===== config.mk =====
export PLATFORM = sky130hd
export DESIGN_NAME = param_frame_parser_with_ack
export DESIGN_NICKNAME = d
export VERILOG_FILES = /design/src/hdl/pfp_pkg.sv /design/src/hdl/pfp_ctrl.sv /design/src/hdl/pfp_datapath.sv /design/src/hdl/param_frame_parser_with_ack.sv
export SDC_FILE = /design/constraint.sdc
export NUM_CORES = 1
export LEC_CHECK = 0
export BUFFER_PORTS_ARGS = -buffer_cell sky130_fd_sc_hd__buf_2
export CORE_MARGIN = 3
export CORE_UTILIZATION = 40
export CTS_BUF_LIST = sky130_fd_sc_hd__clkbuf_4
export CTS_CLUSTER_DIAMETER = 100
export CTS_CLUSTER_SIZE = 25
export DETAILED_ROUTE_END_ITERATION = 10
export SYNTH_ARGS = -nofsm -noshare
export SYNTH_HDL_FRONTEND = slang
export SYNTH_SLANG_ARGS = --single-unit

===== constraint.sdc =====
create_clock -name clk -period 11.72 [get_ports clk]
set_input_delay 1.172 -clock clk [delete_from_list [all_inputs] [get_ports clk]]
set_output_delay 1.172 -clock clk [all_outputs]
set_load 0.005 [all_outputs]

===== src/hdl/pfp_pkg.sv =====
// shared constants, types and helpers for the parameter frame parser
// no dependencies
`default_nettype none

package pfp_pkg;

    // parameter table size and index width
    localparam int TABLE_SIZE = 32;
    localparam int IDX_W      = (TABLE_SIZE > 1) ? $clog2(TABLE_SIZE) : 1;

    // frame constants
    localparam logic [7:0]  HDR0      = 8'h55;
    localparam logic [7:0]  HDR1      = 8'hAA;
    localparam logic [31:0] ONE_FLOAT = 32'h3F80_0000;
    localparam logic [31:0] MAG_MASK  = 32'h7FFF_FFFF;

    // configuration register indexes
    localparam int CFG_IDX_W = 3;
    localparam logic [CFG_IDX_W-1:0] CFG_ACK_ENTRY    = 3'd0;
    localparam logic [CFG_IDX_W-1:0] CFG_RESET_CMD    = 3'd1;
    localparam logic [CFG_IDX_W-1:0] CFG_READ_ALL_CMD = 3'd2;
    localparam logic [CFG_IDX_W-1:0] CFG_JUMP_CMD     = 3'd3;
    localparam logic [CFG_IDX_W-1:0] CFG_LAST_GAIN_ID = 3'd4;

    // controller to datapath commands
    typedef struct packed {
        logic capture;     // input word accepted
        logic latch;       // good frame end, latch id, word and flags
        logic wr_id;       // write data word to table at id
        logic wr_ack;      // write 1.0 to table at ack entry
        logic load_ack;    // load output word with ack frame
        logic rd_issue;    // read table at sweep index
        logic load_entry;  // load output word with table entry
    } pfp_cmd_t;

    // datapath to controller status
    typedef struct packed {
        logic frame_ok;    // current accepted word closes a good frame
        logic read_all;    // latched frame is a read-all command
        logic last_sent;   // output word holds the last frame of the burst
    } pfp_status_t;

    // id plus the four bytes of a word, modulo 256
    function automatic logic [7:0] frame_sum(input logic [7:0] id, input logic [31:0] w);
        frame_sum = id + w[7:0] + w[15:8] + w[23:16] + w[31:24];
    endfunction

endpackage

`default_nettype wire


===== src/hdl/pfp_ctrl.sv =====
// controller state machine for the parameter frame parser
// depends on pfp_pkg
`default_nettype none

module pfp_ctrl (
    input  wire logic                clk,
    input  wire logic                rst_n,
    input  wire logic                in_valid,
    output logic                     in_stall,
    output logic                     out_valid,
    input  wire logic                out_stall,
    input  wire pfp_pkg::pfp_status_t status,
    output pfp_pkg::pfp_cmd_t        cmd
);
    import pfp_pkg::*;

    localparam logic [2:0] S_IDLE    = 3'd0;
    localparam logic [2:0] S_WR_ID   = 3'd1;
    localparam logic [2:0] S_WR_ACK  = 3'd2;
    localparam logic [2:0] S_ACK_OUT = 3'd3;
    localparam logic [2:0] S_RD_REQ  = 3'd4;
    localparam logic [2:0] S_RD_LOAD = 3'd5;
    localparam logic [2:0] S_RD_OUT  = 3'd6;

    logic [2:0] state_reg, state_next;
    logic       out_valid_reg, out_valid_next;
    logic       out_taken;

    assign in_stall  = (state_reg != S_IDLE);
    assign out_valid = out_valid_reg;
    assign out_taken = out_valid_reg && !out_stall;

    always_comb
    begin
        state_next     = state_reg;
        out_valid_next = out_valid_reg;
        cmd            = '0;
        case (state_reg)
            S_IDLE:
            begin
                if (in_valid)
                begin
                    cmd.capture = 1'b1;
                    if (status.frame_ok)
                    begin
                        cmd.latch  = 1'b1;
                        state_next = S_WR_ID;
                    end
                end
            end
            S_WR_ID:
            begin
                cmd.wr_id  = 1'b1;
                state_next = S_WR_ACK;
            end
            S_WR_ACK:
            begin
                cmd.wr_ack     = 1'b1;
                cmd.load_ack   = 1'b1;
                out_valid_next = 1'b1;
                state_next     = S_ACK_OUT;
            end
            S_ACK_OUT:
            begin
                if (out_taken)
                begin
                    out_valid_next = 1'b0;
                    state_next     = status.read_all ? S_RD_REQ : S_IDLE;
                end
            end
            S_RD_REQ:
            begin
                cmd.rd_issue = 1'b1;
                state_next   = S_RD_LOAD;
            end
            S_RD_LOAD:
            begin
                cmd.load_entry = 1'b1;
                out_valid_next = 1'b1;
                state_next     = S_RD_OUT;
            end
            S_RD_OUT:
            begin
                if (out_taken)
                begin
                    out_valid_next = 1'b0;
                    state_next     = status.last_sent ? S_IDLE : S_RD_REQ;
                end
            end
            default:
            begin
                out_valid_next = 1'b0;
                state_next     = S_IDLE;
            end
        endcase
    end

    always_ff @(posedge clk or negedge rst_n)
    begin
        if (!rst_n)
        begin
            state_reg     <= S_IDLE;
            out_valid_reg <= 1'b0;
        end
        else
        begin
            state_reg     <= state_next;
            out_valid_reg <= out_valid_next;
        end
    end

endmodule

`default_nettype wire


===== src/hdl/pfp_datapath.sv =====
// datapath of the parameter frame parser: byte capture, checks,
// configuration registers, parameter table and output word
// depends on pfp_pkg
`default_nettype none

module pfp_datapath (
    input  wire logic                                clk,
    input  wire logic                                rst_n,
    input  wire logic                                cfg_we,
    input  wire logic [pfp_pkg::CFG_IDX_W-1:0]       cfg_index,
    input  wire logic [7:0]                          cfg_data,
    input  wire logic [7:0]                          rx_byte,
    input  wire logic                                frame_end,
    input  wire pfp_pkg::pfp_cmd_t                   cmd,
    output pfp_pkg::pfp_status_t                     status,
    output logic [7:0]                               tx_id,
    output logic [31:0]                              tx_value,
    output logic [7:0]                               tx_sum,
    output logic                                     reset_request,
    output logic                                     jump_request,
    output logic                                     gains_updated,
    output logic                                     last_frame
);
    import pfp_pkg::*;

    localparam logic [7:0]       TABLE_SIZE_B = 8'(TABLE_SIZE);
    localparam logic [IDX_W-1:0] LAST_IDX     = IDX_W'(TABLE_SIZE - 1);

    // configuration
    logic [7:0] ack_entry_reg, reset_cmd_reg, read_all_cmd_reg, jump_cmd_reg, last_gain_reg;

    // frame capture
    logic [3:0] pos_reg, pos_next;
    logic [7:0] cap_reg [8];
    logic [31:0] cap_word;
    logic        frame_ok;

    // latched frame
    logic [7:0]       id_reg;
    logic [31:0]      word_reg;
    logic             rst_req_reg, jmp_req_reg, gains_reg, read_all_reg;
    logic [IDX_W-1:0] idx_reg;

    // table
    logic [31:0]           mem [TABLE_SIZE];
    logic [TABLE_SIZE-1:0] vld_reg;
    logic [31:0]           rd_data_reg;
    logic                  rd_vld_reg;
    logic                  mem_we;
    logic [IDX_W-1:0]      mem_addr;
    logic [31:0]           mem_wdata;

    logic        id_in_table, ack_in_table, cmd_nonzero;
    logic        hit_reset, hit_read_all, hit_jump;
    logic [31:0] ack_value, entry_value;
    logic [7:0]  entry_id;

    // configuration writes
    always_ff @(posedge clk or negedge rst_n)
    begin
        if (!rst_n)
        begin
            ack_entry_reg    <= 8'd31;
            reset_cmd_reg    <= 8'd30;
            read_all_cmd_reg <= 8'd29;
            jump_cmd_reg     <= 8'd28;
            last_gain_reg    <= 8'd17;
        end
        else if (cfg_we)
        begin
            case (cfg_index)
                CFG_ACK_ENTRY:    ack_entry_reg    <= cfg_data;
                CFG_RESET_CMD:    reset_cmd_reg    <= cfg_data;
                CFG_READ_ALL_CMD: read_all_cmd_reg <= cfg_data;
                CFG_JUMP_CMD:     jump_cmd_reg     <= cfg_data;
                CFG_LAST_GAIN_ID: last_gain_reg    <= cfg_data;
                default:          ;
            endcase
        end
    end

    // byte position saturates at nine, cleared by a frame end
    always_comb
    begin
        pos_next = pos_reg;
        if (frame_end)
            pos_next = 4'd0;
        else if (pos_reg < 4'd9)
            pos_next = pos_reg + 4'd1;
    end

    always_ff @(posedge clk or negedge rst_n)
    begin
        if (!rst_n)
            pos_reg <= 4'd0;
        else if (cmd.capture)
            pos_reg <= pos_next;
    end

    always_ff @(posedge clk)
    begin
        if (cmd.capture && (pos_reg < 4'd8))
            cap_reg[pos_reg[2:0]] <= rx_byte;
    end

    assign cap_word = {cap_reg[6], cap_reg[5], cap_reg[4], cap_reg[3]};

    // ninth or later byte with frame end, header and sum good
    assign frame_ok = frame_end && (pos_reg >= 4'd8) &&
                      (cap_reg[0] == HDR0) && (cap_reg[1] == HDR1) &&
                      (frame_sum(cap_reg[2], cap_word) == cap_reg[7]);

    // command decode on the frame being latched; the table value at id after
    // the writes is 1.0 when id is the ack entry, else the new word
    assign id_in_table  = (id_reg < TABLE_SIZE_B);
    assign ack_in_table = (ack_entry_reg < TABLE_SIZE_B);
    assign cmd_nonzero  = (cap_reg[2] < TABLE_SIZE_B) &&
                          ((cap_reg[2] == ack_entry_reg) || ((cap_word & MAG_MASK) != 32'd0));
    assign hit_reset    = (cap_reg[2] == reset_cmd_reg);
    assign hit_read_all = !hit_reset && (cap_reg[2] == read_all_cmd_reg);
    assign hit_jump     = !hit_reset && !hit_read_all && (cap_reg[2] == jump_cmd_reg);

    always_ff @(posedge clk)
    begin
        if (cmd.latch)
        begin
            id_reg      <= cap_reg[2];
            word_reg    <= cap_word;
            rst_req_reg <= hit_reset && cmd_nonzero;
            jmp_req_reg <= hit_jump && cmd_nonzero;
            gains_reg   <= (cap_reg[2] <= last_gain_reg);
        end
    end

    always_ff @(posedge clk or negedge rst_n)
    begin
        if (!rst_n)
        begin
            read_all_reg <= 1'b0;
            idx_reg      <= '0;
        end
        else
        begin
            if (cmd.latch)
            begin
                read_all_reg <= hit_read_all;
                idx_reg      <= '0;
            end
            else if (cmd.load_entry)
                idx_reg <= idx_reg + IDX_W'(1);
        end
    end

    // table write port: id word first, ack entry second so it wins
    assign mem_we    = (cmd.wr_id && id_in_table) || (cmd.wr_ack && ack_in_table);
    assign mem_addr  = cmd.wr_ack ? ack_entry_reg[IDX_W-1:0] : id_reg[IDX_W-1:0];
    assign mem_wdata = cmd.wr_ack ? ONE_FLOAT : word_reg;

    always_ff @(posedge clk)
    begin
        if (mem_we)
            mem[mem_addr] <= mem_wdata;
        if (cmd.rd_issue)
            rd_data_reg <= mem[idx_reg];
    end

    // never-written entries read as zero
    always_ff @(posedge clk or negedge rst_n)
    begin
        if (!rst_n)
        begin
            vld_reg    <= '0;
            rd_vld_reg <= 1'b0;
        end
        else
        begin
            if (mem_we)
                vld_reg[mem_addr] <= 1'b1;
            if (cmd.rd_issue)
                rd_vld_reg <= vld_reg[idx_reg];
        end
    end

    assign ack_value   = ack_in_table ? ONE_FLOAT : 32'd0;
    assign entry_value = rd_vld_reg ? rd_data_reg : 32'd0;
    assign entry_id    = 8'(idx_reg);

    // output word
    always_ff @(posedge clk)
    begin
        if (cmd.load_ack)
        begin
            tx_id         <= ack_entry_reg;
            tx_value      <= ack_value;
            tx_sum        <= frame_sum(ack_entry_reg, ack_value);
            reset_request <= rst_req_reg;
            jump_request  <= jmp_req_reg;
            gains_updated <= gains_reg;
            last_frame    <= !read_all_reg;
        end
        else if (cmd.load_entry)
        begin
            tx_id         <= entry_id;
            tx_value      <= entry_value;
            tx_sum        <= frame_sum(entry_id, entry_value);
            reset_request <= 1'b0;
            jump_request  <= 1'b0;
            gains_updated <= 1'b0;
            last_frame    <= (idx_reg == LAST_IDX);
        end
    end

    assign status.frame_ok  = frame_ok;
    assign status.read_all  = read_all_reg;
    assign status.last_sent = last_frame;

endmodule

`default_nettype wire


===== src/hdl/param_frame_parser_with_ack.sv =====
// top level of the parameter frame parser with acknowledge
// instantiates pfp_ctrl and pfp_datapath, uses pfp_pkg
`default_nettype none

// Takes received serial bytes of a 9-byte parameter frame (0x55, 0xAA, id,
// four little-endian data bytes, sum, tail), one byte per input word, with
// frame_end marking the byte after which the line went idle. A frame ending
// with at least nine bytes, a good header and a good 8-bit sum writes its data
// word into the 32-entry parameter table (when id is in range), writes 1.0
// into the ack entry and sends one ack frame word carrying the command flags
// (reset_request, jump_request, gains_updated). A read-all command then sends
// every table entry in order, one output word each; last_frame marks the
// final output word of a frame. Short, bad-header or bad-sum frames give no
// output. Bytes are accepted back to back while the block is idle. The byte
// that closes a good frame holds the input off through the data word write,
// then the ack entry write together with the output register load (one write
// port), then for as long as the ack word is offered and not yet taken.
// Each read-all entry goes through read issue, output register load from the
// registered read data, then the word offered until taken, since the table
// has one registered read port. Input is stalled while a good frame is being
// handled. The table reads as all zeros after reset, through its valid bits,
// with no clearing pass. Configuration is to be written through cfg_we,
// cfg_index and cfg_data only while the block is idle; the block itself
// does not enforce this.
module param_frame_parser_with_ack (
    input  wire logic                            clk,
    input  wire logic                            rst_n,
    // configuration write port
    input  wire logic                            cfg_we,
    input  wire logic [pfp_pkg::CFG_IDX_W-1:0]   cfg_index,
    input  wire logic [7:0]                      cfg_data,
    // received byte channel
    input  wire logic                            in_valid,
    output logic                                 in_stall,
    input  wire logic [7:0]                      rx_byte,
    input  wire logic                            frame_end,
    // outgoing frame channel
    output logic                                 out_valid,
    input  wire logic                            out_stall,
    output logic [7:0]                           tx_id,
    output logic [31:0]                          tx_value,
    output logic [7:0]                           tx_sum,
    output logic                                 reset_request,
    output logic                                 jump_request,
    output logic                                 gains_updated,
    output logic                                 last_frame
);
    import pfp_pkg::*;

    // command and status between controller and datapath
    pfp_cmd_t    cmd;
    pfp_status_t status;

    // sequencing: byte capture, table writes, ack and read-all sweep
    pfp_ctrl u_ctrl (
        .clk       (clk),
        .rst_n     (rst_n),
        .in_valid  (in_valid),
        .in_stall  (in_stall),
        .out_valid (out_valid),
        .out_stall (out_stall),
        .status    (status),
        .cmd       (cmd)
    );

    // capture, checks, table and output word registers
    pfp_datapath u_datapath (
        .clk           (clk),
        .rst_n         (rst_n),
        .cfg_we        (cfg_we),
        .cfg_index     (cfg_index),
        .cfg_data      (cfg_data),
        .rx_byte       (rx_byte),
        .frame_end     (frame_end),
        .cmd           (cmd),
        .status        (status),
        .tx_id         (tx_id),
        .tx_value      (tx_value),
        .tx_sum        (tx_sum),
        .reset_request (reset_request),
        .jump_request  (jump_request),
        .gains_updated (gains_updated),
        .last_frame    (last_frame)
    );

endmodule

`default_nettype wire


Word-level counts from Yosys, hierarchy flattened

Memory sizes are Yosys's and may differ from the RTL's. A register that Yosys moved wholly into a read port is not among the register bits.
Index checks and enable logic that the tools add are counted.

Flip-flop bits (word level): 182
Latch bits: 0
Bits in writable memories: 1088
ROM bits: 0
Output and inout bits: 54
Memories kept: 2

Memories:

| name               | depth | bits a word | rd ports | clocked after memory_dff | write ports | RTL line           | RTL |
|---|---|---|---|---|---|---|---|
| u_datapath.mem     | 32    | 32          | 1        | 1                        | 1           | pfp_datapath.sv:45 | `logic [31:0] mem [TABLE_SIZE];` |
| u_datapath.cap_reg | 8     | 8           | 8        | 0                        | 1           | pfp_datapath.sv:34 | `logic [7:0] cap_reg [8];` |

Add/subtract/negate cells: 14
Multipliers: 0
Divide/modulo/power cells: 0
Magnitude comparators: 10
Eq/ne operators: 23
Shift-type cells: 0
Multiplexer cells: 44
Bitwise gates (word level): 2
Reduce and logical (&&, ||, !) cells: 39

Operator list:

| operator             | number |
|---|---|
| $mux W32             | 4 |
| $add A8 B8 Y8        | 11 |
| $eq A8 B8 Y1         | 5 |
| $mux W8              | 4 |
| $or A32 B32 Y32      | 1 |
| $reduce_bool A32 Y1  | 1 |
| $mux W30             | 1 |
| $lt A8 B6 Y1 const B | 3 |
| $pmux W3 S7          | 1 |
| $mux W3              | 6 |
| $mux W1              | 17 |
| $logic_and A1 B1 Y1  | 15 |
| $mux W5              | 3 |
| $reduce_and A2 Y1    | 7 |
| $eq A3 B2 Y1 const B | 4 |
| $eq A3 B3 Y1 const B | 4 |
| $lt A5 B6 Y1 const B | 2 |
| $add A5 B8 Y8        | 1 |
| $eq A8 B7 Y1 const B | 1 |
| $eq A8 B8 Y1 const B | 1 |
| $le A8 B8 Y1         | 1 |
| $lt A4 B4 Y1 const B | 2 |
| $mux W4              | 2 |
| $ne A2 B1 Y1 const B | 4 |
| 20 further kinds     | 31 |

Depth between registers and ports, before layout

Gate-level depths: netlist of run 1.
An unclocked memory read counts as a cell.

Word-level depth: 13
Depth in mapped cells: 17
Depth with buffers taken out: 16

Cells and area by module

From an unflattened synthesis of run 1, not the netlist that was laid out.

Cell total of the unflattened synthesis: 2417
Area total of the unflattened synthesis: 51738.4 µm²

Modules (own cells, without submodules):

| module       | times used | cells each | area each (µm²) | sequential area each (µm²) |
|---|---|---|---|---|
| pfp_datapath | 1          | 2382       | 51434.3         | 38584.5 |
| pfp_ctrl     | 1          | 35         | 304.0           | 100.1 |

Worst setup path before layout of run 1

No wires, ideal clock.

Kind: reg2reg
Start point: mem u_datapath.cap_reg[6][1]
End point: reg u_datapath.gains_reg (enable)
Data arrival time: 6.171 ns
Data required time: 11.244 ns
Path slack: 5.073 ns
Stages on the path, launching flop included: 12
Buffers on the path: 0
Period minus slack after synthesis: 6.647 ns
Cells stage by stage: edfxtp_1 -> fa_1 -> fa_1 -> fa_1 -> ha_1 -> inv_1 -> fa_1 -> xnor2_1 -> nor4_1 -> nand4_1 -> or4_1 -> nor4_2

RTL lines:

| what                 | RTL line            | RTL |
|---|---|---|
| start, declared      | pfp_datapath.sv:34  |  |
| end signal, assigned | pfp_datapath.sv:131 | `gains_reg <= (cap_reg[2] <= last_gain_reg);` |
| end, declared        | pfp_datapath.sv:41  | `logic rst_req_reg, jmp_req_reg, gains_reg, read_all_reg;` |

==> out/metrics.csv, run 1 <==
metric,value,unit
result of the run,"finished, final reports clean",
Avg Synthesized Cell Area,21.4,um^2
worst-case vdd ir drop,0.0922,mV
internal power consumption,5.65,mW
number of flip-flops in the largest register,1024,
post-synthesis xor/xnor area fraction,1.19,%
transition time of the tightest slew-check pin,1.34,ns
initial standard-cell utilization of the core,40.4,%
fraction of the mapped netlist area in adder cells,2.41,%
Hold WC Path Type,in -> reg,
startpoint of the worst register-to-register path,u_datapath.cap_reg[6][1]$_DFFE_PP_,
Register Area,38700,um^2
simple-gate area share of the yosys netlist,3.44,%
arrival time at the worst endpoint,6.38,ns
number of DRC markers in iteration 0,2668,
number of nets produced by synthesis,2515,
Flop pwr share,71.6,%
type of destination of the critical path,flop,
flop-to-flop setup slack,6.07,ns
global-route wire length before repair,180000,um
min Tclk post-route,5.65,ns
number of global-route vias before repair,25031,
number of cells traversed by the worst register-to-register path,12,
number of iterations in the first detailed-routing pass,5,
number of distinct library cells after synthesis,56,
async set or reset register ratio after synthesis,6.68,%
timing-limited maximum frequency,177,MHz
relative slew slack,10.1,%
post-synthesis register bit count,1302,
"critical path fanouts, max",37,
Post-CTS Hold Buffers,1,
"antenna viol nets, final",0,
Core Area,128000,um^2
cell area after layout,55100,um^2
WL per Instance,29.8,um
Comb pwr share,5.1,%
final setup TNS,0,ns
clock-pin transition on the worst setup and hold timing paths,0.25,ns
chip height,365,um
die width,365,um
number of clock sinks,1302,
Area Overhead vs Synth,6.74,%
port buffer count,78,
final weighted congestion of routability-driven global placement,0.832,
post-CTS setup repair buffer count,0,
WS Path Type,reg -> reg,
count of cells along the worst hold path,2,
total length of routed wires,125000,um
drc violations,0,
terminus of the critical flop-to-flop path,u_datapath.word_reg[20]$_DFFE_PP_,
number of vias in the routed layout,24121,
Worst Clk Skew,0.0682,ns
most common library cell in the layout ignoring fill and taps,sky130_fd_sc_hd__edfxtp_1,
fraction of final layout cells with drive strength greater than 1,25.9,%
number of slew-limit violations in the final report,0,
Post-Syn Area,51600,um^2
"Primary FF master, synth",sky130_fd_sc_hd__edfxtp_1,
"commonest cells after routing, fill and taps aside","sky130_fd_sc_hd__edfxtp_1 (1215), sky130_fd_sc_hd__mux4_2 (330), sky130_fd_sc_hd__clkbuf_4 (93)",
required arrival time at the worst endpoint,12.45,ns
largest net degree at the start of global routing,161,
final-layout fill cell count,10947,
number of gates given a new drive strength after cts,0,
startpoint type of the worst setup path,flop,
endpoints failing hold,0,
clock root buffer,sky130_fd_sc_hd__clkbuf_4,
Synth Area in Compound Gates,0.967,%
total setup violations reported at the end of the flow,0,
clock latency on the worst-skew pair,1.08,ns
standard cell area after detailed placement,54300,um^2
share of the core filled with cells,43.1,%
warning count from the yosys run,0,
number of clock buffers inserted by TritonCTS,58,
I/O pin count,79,
drt via density,5.74,
startpoint of the most critical hold path,frame_end,
Longest Clk Path Bufs,3,
maximum capacitance violations,0,
RSZ-0062 raised after global routing,no,
main combinational cell family by area after synthesis,multiplexers,
pwr/cell area,131,nW/um^2
crit share post-route,48.2,%
multiplexer share of the synthesized area,15.8,%
area of the die,133000,um^2
area used by multi-input combinational logic,12600,um^2
leakage power figure,18.2,nW
switching part of the total,21.9,%
cell row count,131,
Final Hold Slack,0.386,ns
share of power burned in the clock network,23.3,%
number of H-tree levels,2,
CTS tree,yes,
end point of the most critical hold path,u_datapath.pos_reg[3]$_DFFE_PN0P_,
dpl hpwl,70900,um
number of antenna violations at the first check in global routing,6,
sequential area share after synthesis,74.9,%
count of mapped cells out of synthesis,2414,
global route total overflow,0,
net load switching power,1.59,mW
"EDFF count, synth",1215,
Global Route Usage Sum,18.8,%
final-stage net count,2598,
[how the worst max path moves through the flow]
stage                     cells after the start                                 to                          startpoint  slack [ns]
after global placement                       12  u_datapath.word_reg[11]$_DFFE_PP_  u_datapath.cap_reg[6][1]$_DFFE_PP_        6.20
after global routing                         12  u_datapath.word_reg[26]$_DFFE_PP_  u_datapath.cap_reg[6][1]$_DFFE_PP_        5.90
after detailed placement                     12   u_datapath.word_reg[3]$_DFFE_PP_  u_datapath.cap_reg[6][1]$_DFFE_PP_        6.10
final                                        12  u_datapath.word_reg[20]$_DFFE_PP_  u_datapath.cap_reg[6][1]$_DFFE_PP_        6.07
after CTS                                    12  u_datapath.word_reg[11]$_DFFE_PP_  u_datapath.cap_reg[6][1]$_DFFE_PP_        6.04
after floorplan                              11     u_datapath.gains_reg$_DFFE_PP_  u_datapath.cap_reg[6][1]$_DFFE_PP_        5.07
[cells by family (layout without fill, tap and decap cells)]
kind of cell | Yosys count | after routing
DFF | 1302 | 1302
xor gates and xnor gates | 70 | 70
adders and majority gates | 76 | 76
and+or+nand+nor | 335 | 335
other | 0 | 7
muxes | 395 | 395
AOI/OAI and AO/OA | 84 | 84
buffers and inverters | 152 | 274
[synthesized netlist by cell type (5+ instances only)]
| cell | n | area share (%) |
|---|---|---|
| sky130_fd_sc_hd__a21o_1 | 10 | 0.15 |
| sky130_fd_sc_hd__a21oi_1 | 26 | 0.25 |
| sky130_fd_sc_hd__and2_1 | 82 | 0.99 |
| sky130_fd_sc_hd__and3_1 | 6 | 0.073 |
| sky130_fd_sc_hd__buf_2 | 25 | 0.24 |
| sky130_fd_sc_hd__clkbuf_1 | 74 | 0.54 |
| sky130_fd_sc_hd__dfrtp_1 | 69 | 3.3 |
| sky130_fd_sc_hd__dfstp_2 | 18 | 0.92 |
| sky130_fd_sc_hd__edfxtp_1 | 1215 | 71 |
| sky130_fd_sc_hd__fa_1 | 39 | 1.5 |
| sky130_fd_sc_hd__ha_1 | 37 | 0.90 |
| sky130_fd_sc_hd__inv_1 | 39 | 0.28 |
| sky130_fd_sc_hd__mux2_1 | 31 | 0.68 |
| sky130_fd_sc_hd__mux2_2 | 32 | 0.70 |
| sky130_fd_sc_hd__mux4_2 | 330 | 14 |
| sky130_fd_sc_hd__nand2_1 | 74 | 0.54 |
| sky130_fd_sc_hd__nand2b_1 | 12 | 0.15 |
| sky130_fd_sc_hd__nand3_1 | 9 | 0.087 |
| sky130_fd_sc_hd__nand3b_1 | 7 | 0.10 |
| sky130_fd_sc_hd__nand4_1 | 6 | 0.073 |
| sky130_fd_sc_hd__nor2_1 | 61 | 0.44 |
| sky130_fd_sc_hd__nor3_1 | 11 | 0.11 |
| sky130_fd_sc_hd__nor4_1 | 18 | 0.22 |
| sky130_fd_sc_hd__o21ai_0 | 5 | 0.048 |
| sky130_fd_sc_hd__o21ai_1 | 21 | 0.20 |
| sky130_fd_sc_hd__or2_1 | 33 | 0.40 |
| sky130_fd_sc_hd__xnor2_1 | 35 | 0.59 |
| sky130_fd_sc_hd__xor2_1 | 35 | 0.59 |
[metal layers]
| metal | up-vias | share of wire, % | wire (um) | track usage (%) |
|---|---|---|---|---|
| li1 | 9881 | - | - | - |
| met1 | 13270 | 43 | 54200 | 27.5 |
| met2 | 838 | 49 | 61500 | 30.5 |
| met3 | 130 | 5.8 | 7330 | 2.36 |
| met4 | 2 | 1.9 | 2390 | 3.74 |
| met5 | - | 0.010 | 13 | 0 |
[area by class of cell]
class	instances	area share, %
well taps	1662	3.77
diodes	7	0.0318
inverters	43	0.293
multi-input cells	960	22.8
clock inverters	6	0.116
flip-flops and latches	1302	70.2
clock buffers	93	1.27
repair buffers	132	1.50
[power groups by stage]
stage               clock (mW)  combinational, mW  sequential (mW)
floorplan                    0              0.268             5.25
global placement             0              0.356             5.28
detailed placement           0              0.369             5.29
CTS                       1.73              0.372             5.19
global route              1.88              0.415             5.20
finish                    1.68              0.371             5.19
[through the flow]
step / std cells / setup slack [ns] / total power, mW
after CTS: 4198 / 6.04 / 7.28
after global placement: 4098 / 6.20 / 5.64
final: 4205 / 6.07 / 7.24
after global routing: 4201 / 5.90 / 7.49
after detailed placement: 4098 / 6.10 / 5.66
after floorplan: 2414 / 5.07 / 5.52
[worst max-delay path, cell delays in order, from the launching register on]
cell and delay, ns:
sky130_fd_sc_hd__edfxtp_1 0.50, sky130_fd_sc_hd__fa_1 0.59, sky130_fd_sc_hd__fa_1 0.44, sky130_fd_sc_hd__fa_1 0.51
sky130_fd_sc_hd__ha_1 0.17, sky130_fd_sc_hd__inv_1 0.07, sky130_fd_sc_hd__fa_1 0.49, sky130_fd_sc_hd__xnor2_1 0.14
sky130_fd_sc_hd__nor4_1 0.33, sky130_fd_sc_hd__nand4_1 0.18, sky130_fd_sc_hd__or4_1 0.60, sky130_fd_sc_hd__nor4_4 0.77
sky130_fd_sc_hd__buf_4 0.53
No activity file was read; power rests on OpenSTA's default activity.
==> run 2: changes to the inputs <==
==> constraint.sdc (replaced) <==
create_clock -name clk -period 4.6 [get_ports clk]
set_input_delay 0.46 -clock clk [delete_from_list [all_inputs] [get_ports clk]]
set_output_delay 0.46 -clock clk [all_outputs]
set_load 0.005 [all_outputs]
==> run 2 against run 1 <==
  * Fmax rose by 24%
  * Non-clock buffer count rose by 62
  * Combinational power rose to 2.7 times the previous value
  * First-iteration DRC count rose by 3.2%
  * Routed wire length fell by 0.93%
  * Sequential cell count did not move
  * Critical endpoint is now u_datapath.word_reg[6]$_DFFE_PP_
  * Highest routed layer unchanged
==> out/metrics.csv, run 2 (synthesized netlist as in run 1, its figures left out) <==
metric,value,unit
I/O pin count,79,
Worst Clk Skew,0.114,ns
port buffer count,78,
crit share post-route,98.7,%
pwr/cell area,327,nW/um^2
pre-CTS worst setup slack,-0.169,ns
WL per Instance,29.2,um
Area Overhead vs Synth,8.69,%
global route total overflow,0,
number of slew-limit violations in the final report,0,
Final Hold Slack,0.161,ns
number of H-tree levels,2,
Flop pwr share,71.8,%
arrival time at the worst endpoint,5.39,ns
CTS tree,yes,
standard cell area after detailed placement,54900,um^2
result of the run,"finished, final reports clean",
WS Path Type,reg -> reg,
setup ws final,0.0581,ns
required arrival time at the worst endpoint,5.44,ns
"commonest cells after routing, fill and taps aside","sky130_fd_sc_hd__edfxtp_1 (1215), sky130_fd_sc_hd__mux4_2 (330), sky130_fd_sc_hd__clkbuf_4 (83)",
type of destination of the critical path,flop,
timing-limited maximum frequency,220,MHz
cell row count,131,
die width,365,um
final setup TNS,0,ns
largest stage delay on the critical path,0.59,ns
RSZ-0062 raised after global routing,yes,
clock root buffer,sky130_fd_sc_hd__clkbuf_4,
Longest Clk Path Bufs,3,
area of the die,133000,um^2
Critical Path Start,u_datapath.cap_reg[6][1]$_DFFE_PP_,
cell with the biggest individual delay on the critical path,sky130_fd_sc_hd__fa_1,
number of iterations in the first detailed-routing pass,5,
fraction of final layout cells with drive strength greater than 1,26.1,%
relative slew slack,20.9,%
leakage power figure,18.6,nW
number of clock buffers inserted by TritonCTS,58,
switching part of the total,21.8,%
endpoints failing hold,0,
share of the core filled with cells,43.9,%
transition time of the tightest slew-check pin,1.19,ns
number of global-route vias before repair,24884,
initial standard-cell utilization of the core,40.4,%
startpoint type of the worst setup path,flop,
startpoint of the most critical hold path,frame_end,
global-route wire length before repair,179000,um
cell area after layout,56100,um^2
Global Route Usage Sum,18.7,%
chip height,365,um
worst-case vdd ir drop,0.177,mV
drt via density,5.66,
final-stage net count,2660,
Comb pwr share,5.5,%
dpl hpwl,70500,um
most common library cell in the layout ignoring fill and taps,sky130_fd_sc_hd__edfxtp_1,
net load switching power,4.01,mW
drc violations,0,
internal power consumption,14.4,mW
total length of routed wires,124000,um
"antenna viol nets, final",0,
"critical path fanouts, max",19,
most frequent CP cell,sky130_fd_sc_hd__fa_1,
share of power burned in the clock network,22.7,%
startpoint of the worst register-to-register path,u_datapath.cap_reg[6][1]$_DFFE_PP_,
number of DRC markers in iteration 0,2753,
clock latency on the worst-skew pair,1.11,ns
largest net degree at the start of global routing,105,
min Tclk post-route,4.54,ns
number of flip-flops in the largest register,1024,
total setup violations reported at the end of the flow,0,
clock-pin transition on the worst setup and hold timing paths,0.24,ns
crit path cell chain,fa_1 > fa_1 > fa_1 > ha_2 > inv_1 > fa_1 > xnor2_1 > nor4_2 > nand4_1 > or4_4 > nor4_4 > buf_6 > buf_12,
Hold WC Path Type,in -> reg,
number of vias in the routed layout,24056,
number of antenna violations at the first check in global routing,9,
number of clock sinks,1302,
final-layout fill cell count,10772,
maximum capacitance violations,0,
final weighted congestion of routability-driven global placement,0.836,
Core Area,128000,um^2
==> run 2: power by group through the flow <==
stage,registers (mW),clock network [mW],logic (mW)
3_3_place_gp,13.4,0,0.933
3_5_place_dp,13.4,0,0.953
4_1_cts,13.2,4.32,1.00
2_1_floorplan,13.4,0,0.694
6_report,13.2,4.17,1.00
5_1_grt,13.2,4.71,1.12
==> run 2: area by class of cell <==
class | count | area [um^2] | share of cell area [%]
clock buffer | 83 | 623 | 1.11
multi-input combinational | 960 | 12600 | 22.4
tap | 1662 | 2080 | 3.71
inverter | 43 | 161 | 0.288
clock inverter | 5 | 63.8 | 0.114
sequential | 1302 | 38700 | 69.0
timing repair buffer | 194 | 1900 | 3.39
antenna | 3 | 7.51 | 0.0134
==> run 2: routing by layer <==
metal	global-route usage (%)	wire [um]
met5	0	13
met4	4.42	3010
met3	2.45	7620
met2	31.2	62100
met1	26.4	51600
==> run 2: metrics by stage <==
step / cells / power, mW
2_1_floorplan: 2414 / 14.1
3_3_place_gp: 4118 / 14.4
3_5_place_dp: 4118 / 14.4
4_1_cts: 4248 / 18.5
5_1_grt: 4251 / 19.0
6_report: 4252 / 18.4
==> run 2: repair_timing <==
action | 4_1_cts | 5_1_grt
setup buffers | 2 | 1
hold buffers | 39 | 0
endpoints found under the setup margin | 47 | 48
endpoints found under the hold margin | 199 | 0
resized for setup | 2 | 3
pin swaps | 3 | 0
gates cloned | 1 | 0
==> run 2: path summary, 6_finish.rpt <==
check	cells past startpoint	slack, ns	to
setup / recovery	13	0.06	u_datapath.word_reg[6]$_DFFE_PP_
hold / removal	3	0.16	u_datapath.pos_reg[3]$_DFFE_PN0P_
setup reg to reg	13	0.06	u_datapath.word_reg[6]$_DFFE_PP_
hold reg to reg	0	0.50	u_datapath.word_reg[31]$_DFFE_PP_
max in group asynchronous	4	3.30	u_datapath.idx_reg[2]$_DFFE_PN0P_
min in group asynchronous	3	0.53	u_datapath.last_gain_reg[0]$_DFFE_PN1P_
==> run 2: critical path, delay by kind of cell (launching register included) <==
kind / cells / cell delay (ns)
adder cells (fa/ha/maj): 5 / 2.16
AND/OR/NAND/NOR: 4 / 1.09
flip-flops: 1 / 0.47
buffers and inverters: 3 / 0.40
XOR/XNOR: 1 / 0.15
